File: src/sv/zuc_pkg.sv
package zuc_pkg;

	// request kinds on s_tuser
	localparam logic [1:0] OP_WR_CELL = 2'd0;
	localparam logic [1:0] OP_WR_F    = 2'd1;
	localparam logic [1:0] OP_INIT    = 2'd2;
	localparam logic [1:0] OP_KEY     = 2'd3;

	// F register select for OP_WR_F
	localparam logic [3:0] FREG_R1 = 4'd0;
	localparam logic [3:0] FREG_R2 = 4'd1;

	localparam int          CELL_W     = 31;
	localparam int          STEP_W     = 3;
	localparam logic [2:0]  STEP_FIRST = 3'd0;
	localparam logic [2:0]  STEP_LAST  = 3'd5;
	localparam logic [30:0] ZP         = 31'h7FFF_FFFF;
	localparam logic [5:0]  INIT_ROUNDS_RST = 6'd32;

	typedef struct packed {
		logic        cell_wr;
		logic        f_wr;
		logic [3:0]  wr_idx;
		logic [31:0] wr_data;
		logic [2:0]  step;
		logic        advance;   // last step of a round: shift LFSR, update F
	} zuc_ctrl_t;

	localparam logic [7:0] SBOX0 [256] = '{
	8'h3E,8'h72,8'h5B,8'h47,8'hCA,8'hE0,8'h00,8'h33,8'h04,8'hD1,8'h54,8'h98,8'h09,8'hB9,8'h6D,8'hCB,
	8'h7B,8'h1B,8'hF9,8'h32,8'hAF,8'h9D,8'h6A,8'hA5,8'hB8,8'h2D,8'hFC,8'h1D,8'h08,8'h53,8'h03,8'h90,
	8'h4D,8'h4E,8'h84,8'h99,8'hE4,8'hCE,8'hD9,8'h91,8'hDD,8'hB6,8'h85,8'h48,8'h8B,8'h29,8'h6E,8'hAC,
	8'hCD,8'hC1,8'hF8,8'h1E,8'h73,8'h43,8'h69,8'hC6,8'hB5,8'hBD,8'hFD,8'h39,8'h63,8'h20,8'hD4,8'h38,
	8'h76,8'h7D,8'hB2,8'hA7,8'hCF,8'hED,8'h57,8'hC5,8'hF3,8'h2C,8'hBB,8'h14,8'h21,8'h06,8'h55,8'h9B,
	8'hE3,8'hEF,8'h5E,8'h31,8'h4F,8'h7F,8'h5A,8'hA4,8'h0D,8'h82,8'h51,8'h49,8'h5F,8'hBA,8'h58,8'h1C,
	8'h4A,8'h16,8'hD5,8'h17,8'hA8,8'h92,8'h24,8'h1F,8'h8C,8'hFF,8'hD8,8'hAE,8'h2E,8'h01,8'hD3,8'hAD,
	8'h3B,8'h4B,8'hDA,8'h46,8'hEB,8'hC9,8'hDE,8'h9A,8'h8F,8'h87,8'hD7,8'h3A,8'h80,8'h6F,8'h2F,8'hC8,
	8'hB1,8'hB4,8'h37,8'hF7,8'h0A,8'h22,8'h13,8'h28,8'h7C,8'hCC,8'h3C,8'h89,8'hC7,8'hC3,8'h96,8'h56,
	8'h07,8'hBF,8'h7E,8'hF0,8'h0B,8'h2B,8'h97,8'h52,8'h35,8'h41,8'h79,8'h61,8'hA6,8'h4C,8'h10,8'hFE,
	8'hBC,8'h26,8'h95,8'h88,8'h8A,8'hB0,8'hA3,8'hFB,8'hC0,8'h18,8'h94,8'hF2,8'hE1,8'hE5,8'hE9,8'h5D,
	8'hD0,8'hDC,8'h11,8'h66,8'h64,8'h5C,8'hEC,8'h59,8'h42,8'h75,8'h12,8'hF5,8'h74,8'h9C,8'hAA,8'h23,
	8'h0E,8'h86,8'hAB,8'hBE,8'h2A,8'h02,8'hE7,8'h67,8'hE6,8'h44,8'hA2,8'h6C,8'hC2,8'h93,8'h9F,8'hF1,
	8'hF6,8'hFA,8'h36,8'hD2,8'h50,8'h68,8'h9E,8'h62,8'h71,8'h15,8'h3D,8'hD6,8'h40,8'hC4,8'hE2,8'h0F,
	8'h8E,8'h83,8'h77,8'h6B,8'h25,8'h05,8'h3F,8'h0C,8'h30,8'hEA,8'h70,8'hB7,8'hA1,8'hE8,8'hA9,8'h65,
	8'h8D,8'h27,8'h1A,8'hDB,8'h81,8'hB3,8'hA0,8'hF4,8'h45,8'h7A,8'h19,8'hDF,8'hEE,8'h78,8'h34,8'h60
	};

	localparam logic [7:0] SBOX1 [256] = '{
	8'h55,8'hC2,8'h63,8'h71,8'h3B,8'hC8,8'h47,8'h86,8'h9F,8'h3C,8'hDA,8'h5B,8'h29,8'hAA,8'hFD,8'h77,
	8'h8C,8'hC5,8'h94,8'h0C,8'hA6,8'h1A,8'h13,8'h00,8'hE3,8'hA8,8'h16,8'h72,8'h40,8'hF9,8'hF8,8'h42,
	8'h44,8'h26,8'h68,8'h96,8'h81,8'hD9,8'h45,8'h3E,8'h10,8'h76,8'hC6,8'hA7,8'h8B,8'h39,8'h43,8'hE1,
	8'h3A,8'hB5,8'h56,8'h2A,8'hC0,8'h6D,8'hB3,8'h05,8'h22,8'h66,8'hBF,8'hDC,8'h0B,8'hFA,8'h62,8'h48,
	8'hDD,8'h20,8'h11,8'h06,8'h36,8'hC9,8'hC1,8'hCF,8'hF6,8'h27,8'h52,8'hBB,8'h69,8'hF5,8'hD4,8'h87,
	8'h7F,8'h84,8'h4C,8'hD2,8'h9C,8'h57,8'hA4,8'hBC,8'h4F,8'h9A,8'hDF,8'hFE,8'hD6,8'h8D,8'h7A,8'hEB,
	8'h2B,8'h53,8'hD8,8'h5C,8'hA1,8'h14,8'h17,8'hFB,8'h23,8'hD5,8'h7D,8'h30,8'h67,8'h73,8'h08,8'h09,
	8'hEE,8'hB7,8'h70,8'h3F,8'h61,8'hB2,8'h19,8'h8E,8'h4E,8'hE5,8'h4B,8'h93,8'h8F,8'h5D,8'hDB,8'hA9,
	8'hAD,8'hF1,8'hAE,8'h2E,8'hCB,8'h0D,8'hFC,8'hF4,8'h2D,8'h46,8'h6E,8'h1D,8'h97,8'hE8,8'hD1,8'hE9,
	8'h4D,8'h37,8'hA5,8'h75,8'h5E,8'h83,8'h9E,8'hAB,8'h82,8'h9D,8'hB9,8'h1C,8'hE0,8'hCD,8'h49,8'h89,
	8'h01,8'hB6,8'hBD,8'h58,8'h24,8'hA2,8'h5F,8'h38,8'h78,8'h99,8'h15,8'h90,8'h50,8'hB8,8'h95,8'hE4,
	8'hD0,8'h91,8'hC7,8'hCE,8'hED,8'h0F,8'hB4,8'h6F,8'hA0,8'hCC,8'hF0,8'h02,8'h4A,8'h79,8'hC3,8'hDE,
	8'hA3,8'hEF,8'hEA,8'h51,8'hE6,8'h6B,8'h18,8'hEC,8'h1B,8'h2C,8'h80,8'hF7,8'h74,8'hE7,8'hFF,8'h21,
	8'h5A,8'h6A,8'h54,8'h1E,8'h41,8'h31,8'h92,8'h35,8'hC4,8'h33,8'h07,8'h0A,8'hBA,8'h7E,8'h0E,8'h34,
	8'h88,8'hB1,8'h98,8'h7C,8'hF3,8'h3D,8'h60,8'h6C,8'h7B,8'hCA,8'hD3,8'h1F,8'h32,8'h65,8'h04,8'h28,
	8'h64,8'hBE,8'h85,8'h9B,8'h2F,8'h59,8'h8A,8'hD7,8'hB0,8'h25,8'hAC,8'hAF,8'h12,8'h03,8'hE2,8'hF2
	};

	function automatic logic [31:0] l1(input logic [31:0] a);
		return a ^ {a[29:0], a[31:30]} ^ {a[21:0], a[31:22]}
			^ {a[13:0], a[31:14]} ^ {a[7:0], a[31:8]};
	endfunction

	function automatic logic [31:0] l2(input logic [31:0] b);
		return b ^ {b[23:0], b[31:24]} ^ {b[17:0], b[31:18]}
			^ {b[9:0], b[31:10]} ^ {b[1:0], b[31:2]};
	endfunction

	function automatic logic [31:0] sbox_word(input logic [31:0] t);
		return {SBOX0[t[31:24]], SBOX1[t[23:16]], SBOX0[t[15:8]], SBOX1[t[7:0]]};
	endfunction

endpackage

File: src/sv/zuc_lfsr.sv
module zuc_lfsr (
	input  logic              clk,
	input  zuc_pkg::zuc_ctrl_t ctrl,
	input  logic [30:0]       u,
	output logic [31:0]       x0,
	output logic [31:0]       x1,
	output logic [31:0]       x2,
	output logic [31:0]       x3
);
	import zuc_pkg::*;

	logic [CELL_W-1:0] cells_q [16];
	logic [CELL_W-1:0] acc_q;
	logic [CELL_W-1:0] base;
	logic [CELL_W-1:0] term;
	logic [CELL_W:0]   tot;
	logic [CELL_W-1:0] res;
	logic [CELL_W-1:0] fb;

	// one feedback term per step, rotations over 31 bits
	always_comb begin
		unique case (ctrl.step)
			3'd0: term = cells_q[0];
			3'd1: term = {cells_q[0][22:0], cells_q[0][30:23]};
			3'd2: term = {cells_q[4][10:0], cells_q[4][30:11]};
			3'd3: term = {cells_q[10][9:0], cells_q[10][30:10]};
			3'd4: term = {cells_q[13][13:0], cells_q[13][30:14]};
			default: term = {cells_q[15][15:0], cells_q[15][30:16]};
		endcase
	end

	// shared adder mod 2^31-1: end-around carry
	assign base = (ctrl.step == STEP_FIRST) ? u : acc_q;
	assign tot  = {1'b0, base} + {1'b0, term};
	assign res  = tot[CELL_W-1:0] + {{(CELL_W-1){1'b0}}, tot[CELL_W]};
	assign fb   = (res == '0) ? ZP : res;

	always_ff @(posedge clk) begin
		acc_q <= res;
		if (ctrl.advance) begin
			for (int i = 0; i < 15; i++) begin
				cells_q[i] <= cells_q[i+1];
			end
			cells_q[15] <= fb;
		end else if (ctrl.cell_wr) begin
			cells_q[ctrl.wr_idx] <= ctrl.wr_data[CELL_W-1:0];
		end
	end

	// bit reorganization
	assign x0 = {cells_q[15][30:15], cells_q[14][15:0]};
	assign x1 = {cells_q[11][15:0], cells_q[9][30:15]};
	assign x2 = {cells_q[7][15:0], cells_q[5][30:15]};
	assign x3 = {cells_q[2][15:0], cells_q[0][30:15]};

endmodule

File: src/sv/zuc_nlf.sv
module zuc_nlf (
	input  logic              clk,
	input  zuc_pkg::zuc_ctrl_t ctrl,
	input  logic [31:0]       x0,
	input  logic [31:0]       x1,
	input  logic [31:0]       x2,
	input  logic [31:0]       x3,
	output logic [31:0]       w,
	output logic [31:0]       z
);
	import zuc_pkg::*;

	logic [31:0] r1_q;
	logic [31:0] r2_q;
	logic [31:0] w1;
	logic [31:0] w2;
	logic [31:0] ta;
	logic [31:0] tb;

	assign w  = (x0 ^ r1_q) + r2_q;
	assign z  = w ^ x3;
	assign w1 = r1_q + x1;
	assign w2 = r2_q ^ x2;
	assign ta = {w1[15:0], w2[31:16]};
	assign tb = {w2[15:0], w1[31:16]};

	always_ff @(posedge clk) begin
		if (ctrl.advance) begin
			r1_q <= sbox_word(l1(ta));
			r2_q <= sbox_word(l2(tb));
		end else if (ctrl.f_wr) begin
			if (ctrl.wr_idx == FREG_R1) begin
				r1_q <= ctrl.wr_data;
			end else if (ctrl.wr_idx == FREG_R2) begin
				r2_q <= ctrl.wr_data;
			end
		end
	end

endmodule

File: src/sv/zuc_keystream_core.sv
// ZUC keystream core. Load the sixteen 31-bit LFSR cells (s_tuser = 0, cell number in
// the index field) and R1/R2 (s_tuser = 1, index 0 or 1), then send an initialize request
// (s_tuser = 2) and one keystream request (s_tuser = 3) per 32-bit word wanted; only
// keystream requests produce output on m_tdata. The LFSR feedback sum runs through a
// single mod 2^31-1 adder, one term per cycle, so each round runs one step per term; an
// initialize request runs init_rounds rounds, a keystream request one round and then a
// load of the output register, after which the core takes the next request in idle. The
// output register may hold a word while the next request is accepted; a keystream
// request waits only for that register to drain. init_rounds (reset 32) is written on
// the cfg channel; the user must write it only while the core is idle (not enforced).
module zuc_keystream_core (
	input  logic        clk,
	input  logic        arst_n,
	input  logic        s_tvalid,
	output logic        s_tready,
	input  logic [39:0] s_tdata,   // [3:0] index, [35:4] value, [39:36] zero
	input  logic [1:0]  s_tuser,   // [1:0] operation
	output logic        m_tvalid,
	input  logic        m_tready,
	output logic [31:0] m_tdata,   // [31:0] keystream_word
	input  logic        cfg_valid,
	output logic        cfg_ready,
	input  logic [5:0]  cfg_data
);
	import zuc_pkg::*;

	localparam logic [1:0] ST_IDLE  = 2'd0;
	localparam logic [1:0] ST_ROUND = 2'd1;
	localparam logic [1:0] ST_OUT   = 2'd2;

	logic [1:0]        state_q;
	logic [STEP_W-1:0] step_q;
	logic [5:0]        round_q;
	logic [5:0]        init_rounds_q;
	logic              mode_init_q;
	logic              m_tvalid_q;
	logic [31:0]       m_tdata_q;
	logic              s_acc;
	logic              last_step;
	logic              out_free;
	zuc_ctrl_t         ctrl;
	logic [30:0]       u;
	logic [31:0]       x0, x1, x2, x3;
	logic [31:0]       w;
	logic [31:0]       z;

	assign s_tready  = (state_q == ST_IDLE);
	assign s_acc     = s_tvalid && s_tready;
	assign cfg_ready = 1'b1;
	assign m_tvalid  = m_tvalid_q;
	assign m_tdata   = m_tdata_q;
	assign last_step = (state_q == ST_ROUND) && (step_q == STEP_LAST);
	assign out_free  = !m_tvalid_q || m_tready;

	always_comb begin
		ctrl.cell_wr = s_acc && (s_tuser == OP_WR_CELL);
		ctrl.f_wr    = s_acc && (s_tuser == OP_WR_F);
		ctrl.wr_idx  = s_tdata[3:0];
		ctrl.wr_data = s_tdata[35:4];
		ctrl.step    = step_q;
		ctrl.advance = last_step;
	end

	// feedback input: W>>1 during init rounds, zero for keystream
	assign u = mode_init_q ? w[31:1] : '0;

	zuc_lfsr u_lfsr (
		.clk  (clk),
		.ctrl (ctrl),
		.u    (u),
		.x0   (x0),
		.x1   (x1),
		.x2   (x2),
		.x3   (x3)
	);

	zuc_nlf u_nlf (
		.clk  (clk),
		.ctrl (ctrl),
		.x0   (x0),
		.x1   (x1),
		.x2   (x2),
		.x3   (x3),
		.w    (w),
		.z    (z)
	);

	always_ff @(posedge clk or negedge arst_n) begin
		if (!arst_n) begin
			init_rounds_q <= INIT_ROUNDS_RST;
		end else if (cfg_valid && cfg_ready) begin
			init_rounds_q <= cfg_data;
		end
	end

	always_ff @(posedge clk or negedge arst_n) begin
		if (!arst_n) begin
			state_q     <= ST_IDLE;
			step_q      <= STEP_FIRST;
			round_q     <= '0;
			mode_init_q <= 1'b0;
		end else begin
			unique case (state_q)
				ST_IDLE: begin
					step_q <= STEP_FIRST;
					if (s_acc && s_tuser == OP_INIT) begin
						round_q     <= '0;
						mode_init_q <= 1'b1;
						if (init_rounds_q != '0) begin
							state_q <= ST_ROUND;
						end
					end else if (s_acc && s_tuser == OP_KEY) begin
						mode_init_q <= 1'b0;
						state_q     <= ST_ROUND;
					end
				end
				ST_ROUND: begin
					if (last_step) begin
						step_q <= STEP_FIRST;
						if (mode_init_q) begin
							round_q <= round_q + 6'd1;
							if (round_q + 6'd1 == init_rounds_q) begin
								state_q <= ST_IDLE;
							end
						end else begin
							state_q <= ST_OUT;
						end
					end else begin
						step_q <= step_q + 3'd1;
					end
				end
				ST_OUT: begin
					if (out_free) begin
						state_q <= ST_IDLE;
					end
				end
				default: begin
					state_q <= ST_IDLE;
				end
			endcase
		end
	end

	always_ff @(posedge clk or negedge arst_n) begin
		if (!arst_n) begin
			m_tvalid_q <= 1'b0;
		end else if (state_q == ST_OUT && out_free) begin
			m_tvalid_q <= 1'b1;
		end else if (m_tready) begin
			m_tvalid_q <= 1'b0;
		end
	end

	always_ff @(posedge clk) begin
		if (state_q == ST_OUT && out_free) begin
			m_tdata_q <= z;
		end
	end

`ifndef SYNTHESIS
	a_step_range: assert property (@(posedge clk) disable iff (!arst_n)
		step_q <= STEP_LAST)
		else $error("round step counter out of range");

	a_out_source: assert property (@(posedge clk) disable iff (!arst_n)
		$rose(m_tvalid) |-> $past(state_q) == ST_OUT)
		else $error("output word without a keystream request");

	a_round_bound: assert property (@(posedge clk) disable iff (!arst_n)
		(state_q == ST_ROUND && mode_init_q) |-> round_q < init_rounds_q)
		else $error("init round count overran init_rounds");
`endif

endmodule

File: config.mk
export PLATFORM = sky130hd
export DESIGN_NAME = zuc_keystream_core
export DESIGN_NICKNAME = d
export VERILOG_FILES = /design/src/sv/zuc_pkg.sv /design/src/sv/zuc_lfsr.sv /design/src/sv/zuc_nlf.sv /design/src/sv/zuc_keystream_core.sv
export SDC_FILE = /design/constraint.sdc
export NUM_CORES = 2
export LEC_CHECK = 0
export BUFFER_PORTS_ARGS = -buffer_cell sky130_fd_sc_hd__buf_4
export CORE_UTILIZATION = 33
export CTS_CLUSTER_DIAMETER = 30
export CTS_CLUSTER_SIZE = 10
export DETAILED_ROUTE_END_ITERATION = 8
export GPL_TIMING_DRIVEN = 0
export SLEW_MARGIN = 0
export SYNTH_ARGS = -nofsm -noshare
export SYNTH_HDL_FRONTEND = slang
export SYNTH_SLANG_ARGS = --single-unit
File: constraint.sdc
create_clock -name clk -period 23.1 [get_ports clk]
set_clock_uncertainty 0.05 [all_clocks]
set_input_delay 3.465 -clock clk [delete_from_list [all_inputs] [get_ports clk]]
set_output_delay 3.465 -clock clk [all_outputs]
set_load 0.05 [all_outputs]
# After elaboration in Yosys (flattened, before gate mapping)
# Memory sizes are Yosys's and may differ from the RTL's.
# Index checks and enable logic that the tools add are counted.
# Widths: inputs -> output; s select.
# op_classes
bitwise	19
eq_ne	20
n_mux	53
n_addsub	6
order_cmp	8
n_reduce_logical	27
# ops
cell	n
$xor 32x32->32	11
$mux 32	7
$pmux 31 s5	1
$mux 8	16
$mux 31	4
$ge 9x9->1 const B	8
$not 8->9	8
$add 32x32->32	2
$add 31x31->32	1
$add 31x1->31	1
$logic_not 31->1	1
$reduce_or 31->1	1
$mux 6	3
$mux 2	7
$pmux 6 s2	1
$reduce_bool 2->1	6
$mux 1	10
$ne 2x2->1 const B	4
$logic_and 1x1->1	7
$add 6x1->6 const B	1
$eq 2x2->1 const B	3
$eq 3x2->1 const B	2
$eq 3x3->1 const B	2
$eq 6x6->1	1
21 further kinds	25
# totals
ramBits	496
output_inout_bits	35
mem_count	9
romBits	16384
register_bits	146
in_bits	53
# memory_table
memory	words	width	rd	rd_clocked_by_memory_dff	wr	line	text
(name not given)	256	8	1	0	0	zuc_pkg.sv:78	return {SBOX0[t[31:24]], SBOX1[t[23:16]], SBOX0[t[15:8]], SBOX1[t[7:0]]};
(name not given)	256	8	1	0	0	zuc_pkg.sv:78	
(name not given)	256	8	1	0	0	zuc_pkg.sv:78	
(name not given)	256	8	1	0	0	zuc_pkg.sv:78	
(name not given)	256	8	1	0	0	zuc_pkg.sv:78	
(name not given)	256	8	1	0	0	zuc_pkg.sv:78	
3 more memories	-	-	-	-	-	-	

# Depth between registers and ports, before layout
# An unclocked memory read counts as a cell.
# depth
word_depth	11
ltp_mapped	43
mapped_depth_nobuf	40

# Cells and area by module
# From an unflattened synthesis, not the netlist that was laid out.
# hier_totals
hier_cells	7588
area_unflattened_um2	64415.5
# by_module_without_submodules
mod	area_each_um2	n_inst	cells_each
zuc_nlf	34272.9	1	5395
zuc_lfsr	27876.7	1	2018
zuc_keystream_core	2265.9	1	175

# Least setup slack after synthesis
# Ideal clock, no wire load.
# synth_path
kind	flip-flop to flip-flop
startpoint	register u_nlf.r1_q[1]
endpoint	memory u_lfsr.cells_q[15][0], data pin
period_less_slack_ns	8.241
setup_ns	0.263
stages_incl_launch_ff	39
t_required_ns	22.787
arrival_time_ns	7.928
setup_slack_ns	14.859
path_buffers	4
path_cell_list	edfxtp_1 > xor2_1 > ha_1 > a21o_1 > a21oi_1 > o21a_1 > o21ai_0 > a31o_2 > a221oi_1 > o21ai_0 > a21o_1 > a41oi_1 > nand2b_1 > a21o_1 > a21oi_1 > xnor2_1 > a22o_1 > ha_1 > (+3 left out) > nor2b_1 > o21ai_0 > nand2b_1 > ha_1 > ha_1 > and2_1 > and3_1 > clkbuf_1 > o2111ai_1 > nor3b_2 > nand2_1 > or4b_1 > clkbuf_1 > or4_1 > o211a_1 > nand4_1 > buf_2 > nand3_1
# synth_lines
element	line	text
from (decl)	zuc_nlf.sv:13	logic [31:0] r1_q;
from (signal assigned)	zuc_nlf.sv:29	r1_q <= sbox_word(l1(ta));
from (signal assigned)	zuc_nlf.sv:33	r1_q <= ctrl.wr_data;
to (decl)	zuc_lfsr.sv:12	logic [CELL_W-1:0] cells_q [16];

==> flow_summary.yaml <==
run_status:
  run_status: "complete, but fails checks"
  violations: "design-rule violations, max-capacitance violations, max-slew violations"
final_layout:
  final-seq-area_mm2: 0.0189
  fin_nets: 7947
  fraction_of_layout_instances_using_a_drive_strength_above_1_pct: 14.0
  multi_input_area_mm2: 0.0405
  final_std_cell_area_no_fill_mm2: 0.0717
  fill_cells: 19324
  area.growth.synth_to_final_pct: 15.1
timing:
  hold_slack_ps: 462
  timing.final.setup_violations: 0
  min_period_over_period_pct: 49.7
  timing.final.crit_period_ps: 11490
  fin_tns_setup_ps: 0
  rsz0062_at_grt: "false"
  slew_headroom_pct: -2.26
  report.final.hold_viol_count: 0
  final.setup.worst_slack_ps: 11610
  timing_max_transition_violations_final: 28
  timing_worst_slew_pin_value_ps: 1530
  max_freq_mhz: 87.0
logic_synthesis:
  syn_nets: 7705
  yosys_warnings: 0
  dominantRegCellSynth: "sky130_fd_sc_hd__edfxtp_1"
  async_flop_share_pct: 2.96
  synth.avg_cell_area_um2: 8.41
  synth_enable_flop_cells: 592
  ys_seq_area_share_pct: 30.3
  synthDistinctLibCells: 119
  postSynthRegisterBits: 642
  syn_area_mm2: 0.0623
  synthCells: 7411
route:
  post-route-drc-count: 19
  drt-total-wl_um: 405000
  detail_route.iter0.violations: 13212
  wire_per_inst_um: 39.4
  drt_first_pass_iters: 9
  drt-vias-per-instance: 7.09
  detailroute.via_count: 72920
  drtAntennaViolNets: 0
global_routing:
  grt_remaining_overflow: 0
  grt_pass1_wl_um: 555000
  grt_use_total_pct: 40.6
  first_global_vias: 67988
  antenna_found_initial: 28
  grt_start_max_net_pins: 33
clock_network:
  worst_skew_pair.late_latency_ps: 760
  post-cts-setup-buffers: 0
  cts_resized: 0
  cts-root-to-sink-buffers: 3
  clkTransAtPathRegs_ps: 50
  cts_root_buffer: "sky130_fd_sc_hd__clkbuf_16"
  clock_tree_from_tritoncts: "done"
  postCtsHoldBufs: 0
  number_of_levels_in_the_clock_h_tree: 4
  cts_buffers: 146
  clock_sink_count: 642
placement:
  dpl.hpwl_um: 304000
  io_buffers: 77
  postPlaceCellArea_mm2: 0.0664
  gp_congestion: 1.08
  dp_slack_ps: 11860
die:
  die_outline_area_mm2: 0.191
  design.portCount: 88
  die_x_um: 436
  floorplan.rows: 159
  fp.coreArea_mm2: 0.188
  die_height_um: 436
  starting_density_of_the_core_pct: 33.2
worst_setup_path:
  worst_path_largest_cell_delay_ps: 1040
  timing.critical_path.arrival_ps: 11920
  timing_worst_setup_path_type: "flop to flop"
  critPathMaxFanout: 10
  worstSetupStartpointType: "flop"
  crit_path_top_delay_cell: "sky130_fd_sc_hd__o31ai_1"
  origin_of_the_critical_flop_to_flop_path: "u_nlf.r1_q[0]"
  cp_data_required_time_ps: 23540
  r2r-end: "u_lfsr.cells_q[15][9]"
  cp-end-kind: "flop"
  r2r_setup_slack_ps: 11610
  reg2reg_depth: 38
run:
  cap_viol_max_count: 4
worst_hold_path:
  min-delay-path-class: "flop to flop"
  min_path_cells: 1
  hold_path_startpoint: "u_lfsr.cells_q[14][17]"
  holdPathEnd: "u_lfsr.cells_q[13][17]"
==> layer usage <==
| metal | share of wire [%] | GRT usage (%) | vias to the layer above |
|---|---|---|---|
| met4 | 7.9 | 24.8 | 30 |
| met2 | 42 | 60.8 | 6616 |
| li1 | - | - | 28886 |
| met1 | 37 | 51.4 | 35579 |
| met3 | 13 | 11.7 | 1809 |
| met5 | 0.049 | 0 | - |
==> cell usage in the layout (no fill, tap or decap), types with 147 or more instances in the layout <==
master / count
sky130_fd_sc_hd__clkbuf_16: 147
sky130_fd_sc_hd__a31oi_1: 179
sky130_fd_sc_hd__mux2_2: 504
sky130_fd_sc_hd__ha_1: 238
sky130_fd_sc_hd__edfxtp_1: 592
sky130_fd_sc_hd__xnor2_1: 225
sky130_fd_sc_hd__clkbuf_1: 511
sky130_fd_sc_hd__a21oi_1: 595
sky130_fd_sc_hd__nor3_1: 191
sky130_fd_sc_hd__xor2_1: 160
sky130_fd_sc_hd__nor2_1: 720
sky130_fd_sc_hd__nand2_1: 743
sky130_fd_sc_hd__o21ai_0: 613
sky130_fd_sc_hd__nand3_1: 200
==> synthesized netlist by cell type (76+ instances only) <==
library cell,instances,share of area (%)
sky130_fd_sc_hd__a211oi_1,145,1.7
sky130_fd_sc_hd__a21oi_1,595,4.8
sky130_fd_sc_hd__a311oi_1,76,1.1
sky130_fd_sc_hd__a31oi_1,179,1.8
sky130_fd_sc_hd__buf_2,114,0.92
sky130_fd_sc_hd__clkbuf_1,494,3.0
sky130_fd_sc_hd__edfxtp_1,592,29
sky130_fd_sc_hd__ha_1,238,4.8
sky130_fd_sc_hd__mux2_2,504,9.1
sky130_fd_sc_hd__nand2_1,750,4.5
sky130_fd_sc_hd__nand3_1,200,1.6
sky130_fd_sc_hd__nor2_1,720,4.3
sky130_fd_sc_hd__nor3_1,191,1.5
sky130_fd_sc_hd__o211ai_1,124,1.5
sky130_fd_sc_hd__o21ai_0,620,5.0
sky130_fd_sc_hd__o311ai_0,88,1.2
sky130_fd_sc_hd__xnor2_1,230,3.2
sky130_fd_sc_hd__xor2_1,163,2.3
==> area by class of cell <==
type	instances	share of cell area, %
clock inverters	99	1.99
well taps	2495	4.35
diodes	17	0.0593
multi-input cells	6001	56.4
clock buffers	169	5.27
inverters	68	0.356
flip-flops and latches	642	26.3
repair buffers	94	1.21
plain buffers	700	4.03
==> flip-flops by register name, summed over array words and instances, names as in the netlist, 2 cells and up <==
signal	cells
state_q	2
u_nlf.r2_q	32
round_q	6
u_nlf.r1_q	32
m_tdata	32
init_rounds_q	6
step_q	3
u_lfsr.cells_q	496
u_lfsr.acc_q	31
==> critical path, delay by kind of cell, from the launching register on <==
family | cells | cell delay [ps]
AOI/OAI and AO/OA | 15 | 4520
and+or+nand+nor | 13 | 3290
adders and majority gates | 5 | 1550
buffers and inverters | 4 | 1030
DFF | 1 | 530
xor gates and xnor gates | 1 | 220
==> worst max path at each step <==
stage | slack, ps | startpoint | to | cells past startpoint
5_1_grt | 11130 | u_nlf.r1_q[1] | u_lfsr.cells_q[15][17] | 38
4_1_cts | 11830 | u_nlf.r1_q[1] | u_lfsr.cells_q[15][9] | 38
6_report | 11610 | u_nlf.r1_q[0] | u_lfsr.cells_q[15][9] | 38
3_5_place_dp | 11860 | u_nlf.r1_q[1] | u_lfsr.cells_q[15][9] | 38
2_1_floorplan | 14860 | u_nlf.r1_q[1] | u_lfsr.cells_q[15][0] | 38
3_3_place_gp | 11900 | u_nlf.r1_q[1] | u_lfsr.cells_q[15][9] | 38
==> logic make-up (layout without fill, tap and decap cells) <==
family | count (synthesis) | after routing | synth area share, %
compound gates | 2617 | 2617 | 27.9
simple gates | 2183 | 2183 | 15.5
buf+inv | 768 | 1130 | 5.04
flops | 642 | 642 | 30.3
mux | 525 | 525 | 9.51
xor+xnor | 434 | 434 | 6.94
fa+ha+maj | 241 | 241 | 4.88
other cells | 1 | 18 | 0.00602
==> stage by stage <==
step | util (%) | std cells
4_1_cts | 38.2 | 10266
6_report | 38.2 | 10285
5_1_grt | 38.2 | 10276
2_1_floorplan | - | 7411
3_5_place_dp | 35.4 | 9998
3_3_place_gp | 35.2 | 9983
Power is left out: the tool's default activity adds up to more than one toggle a clock period on the data nets, which glitch-free logic cannot reach.
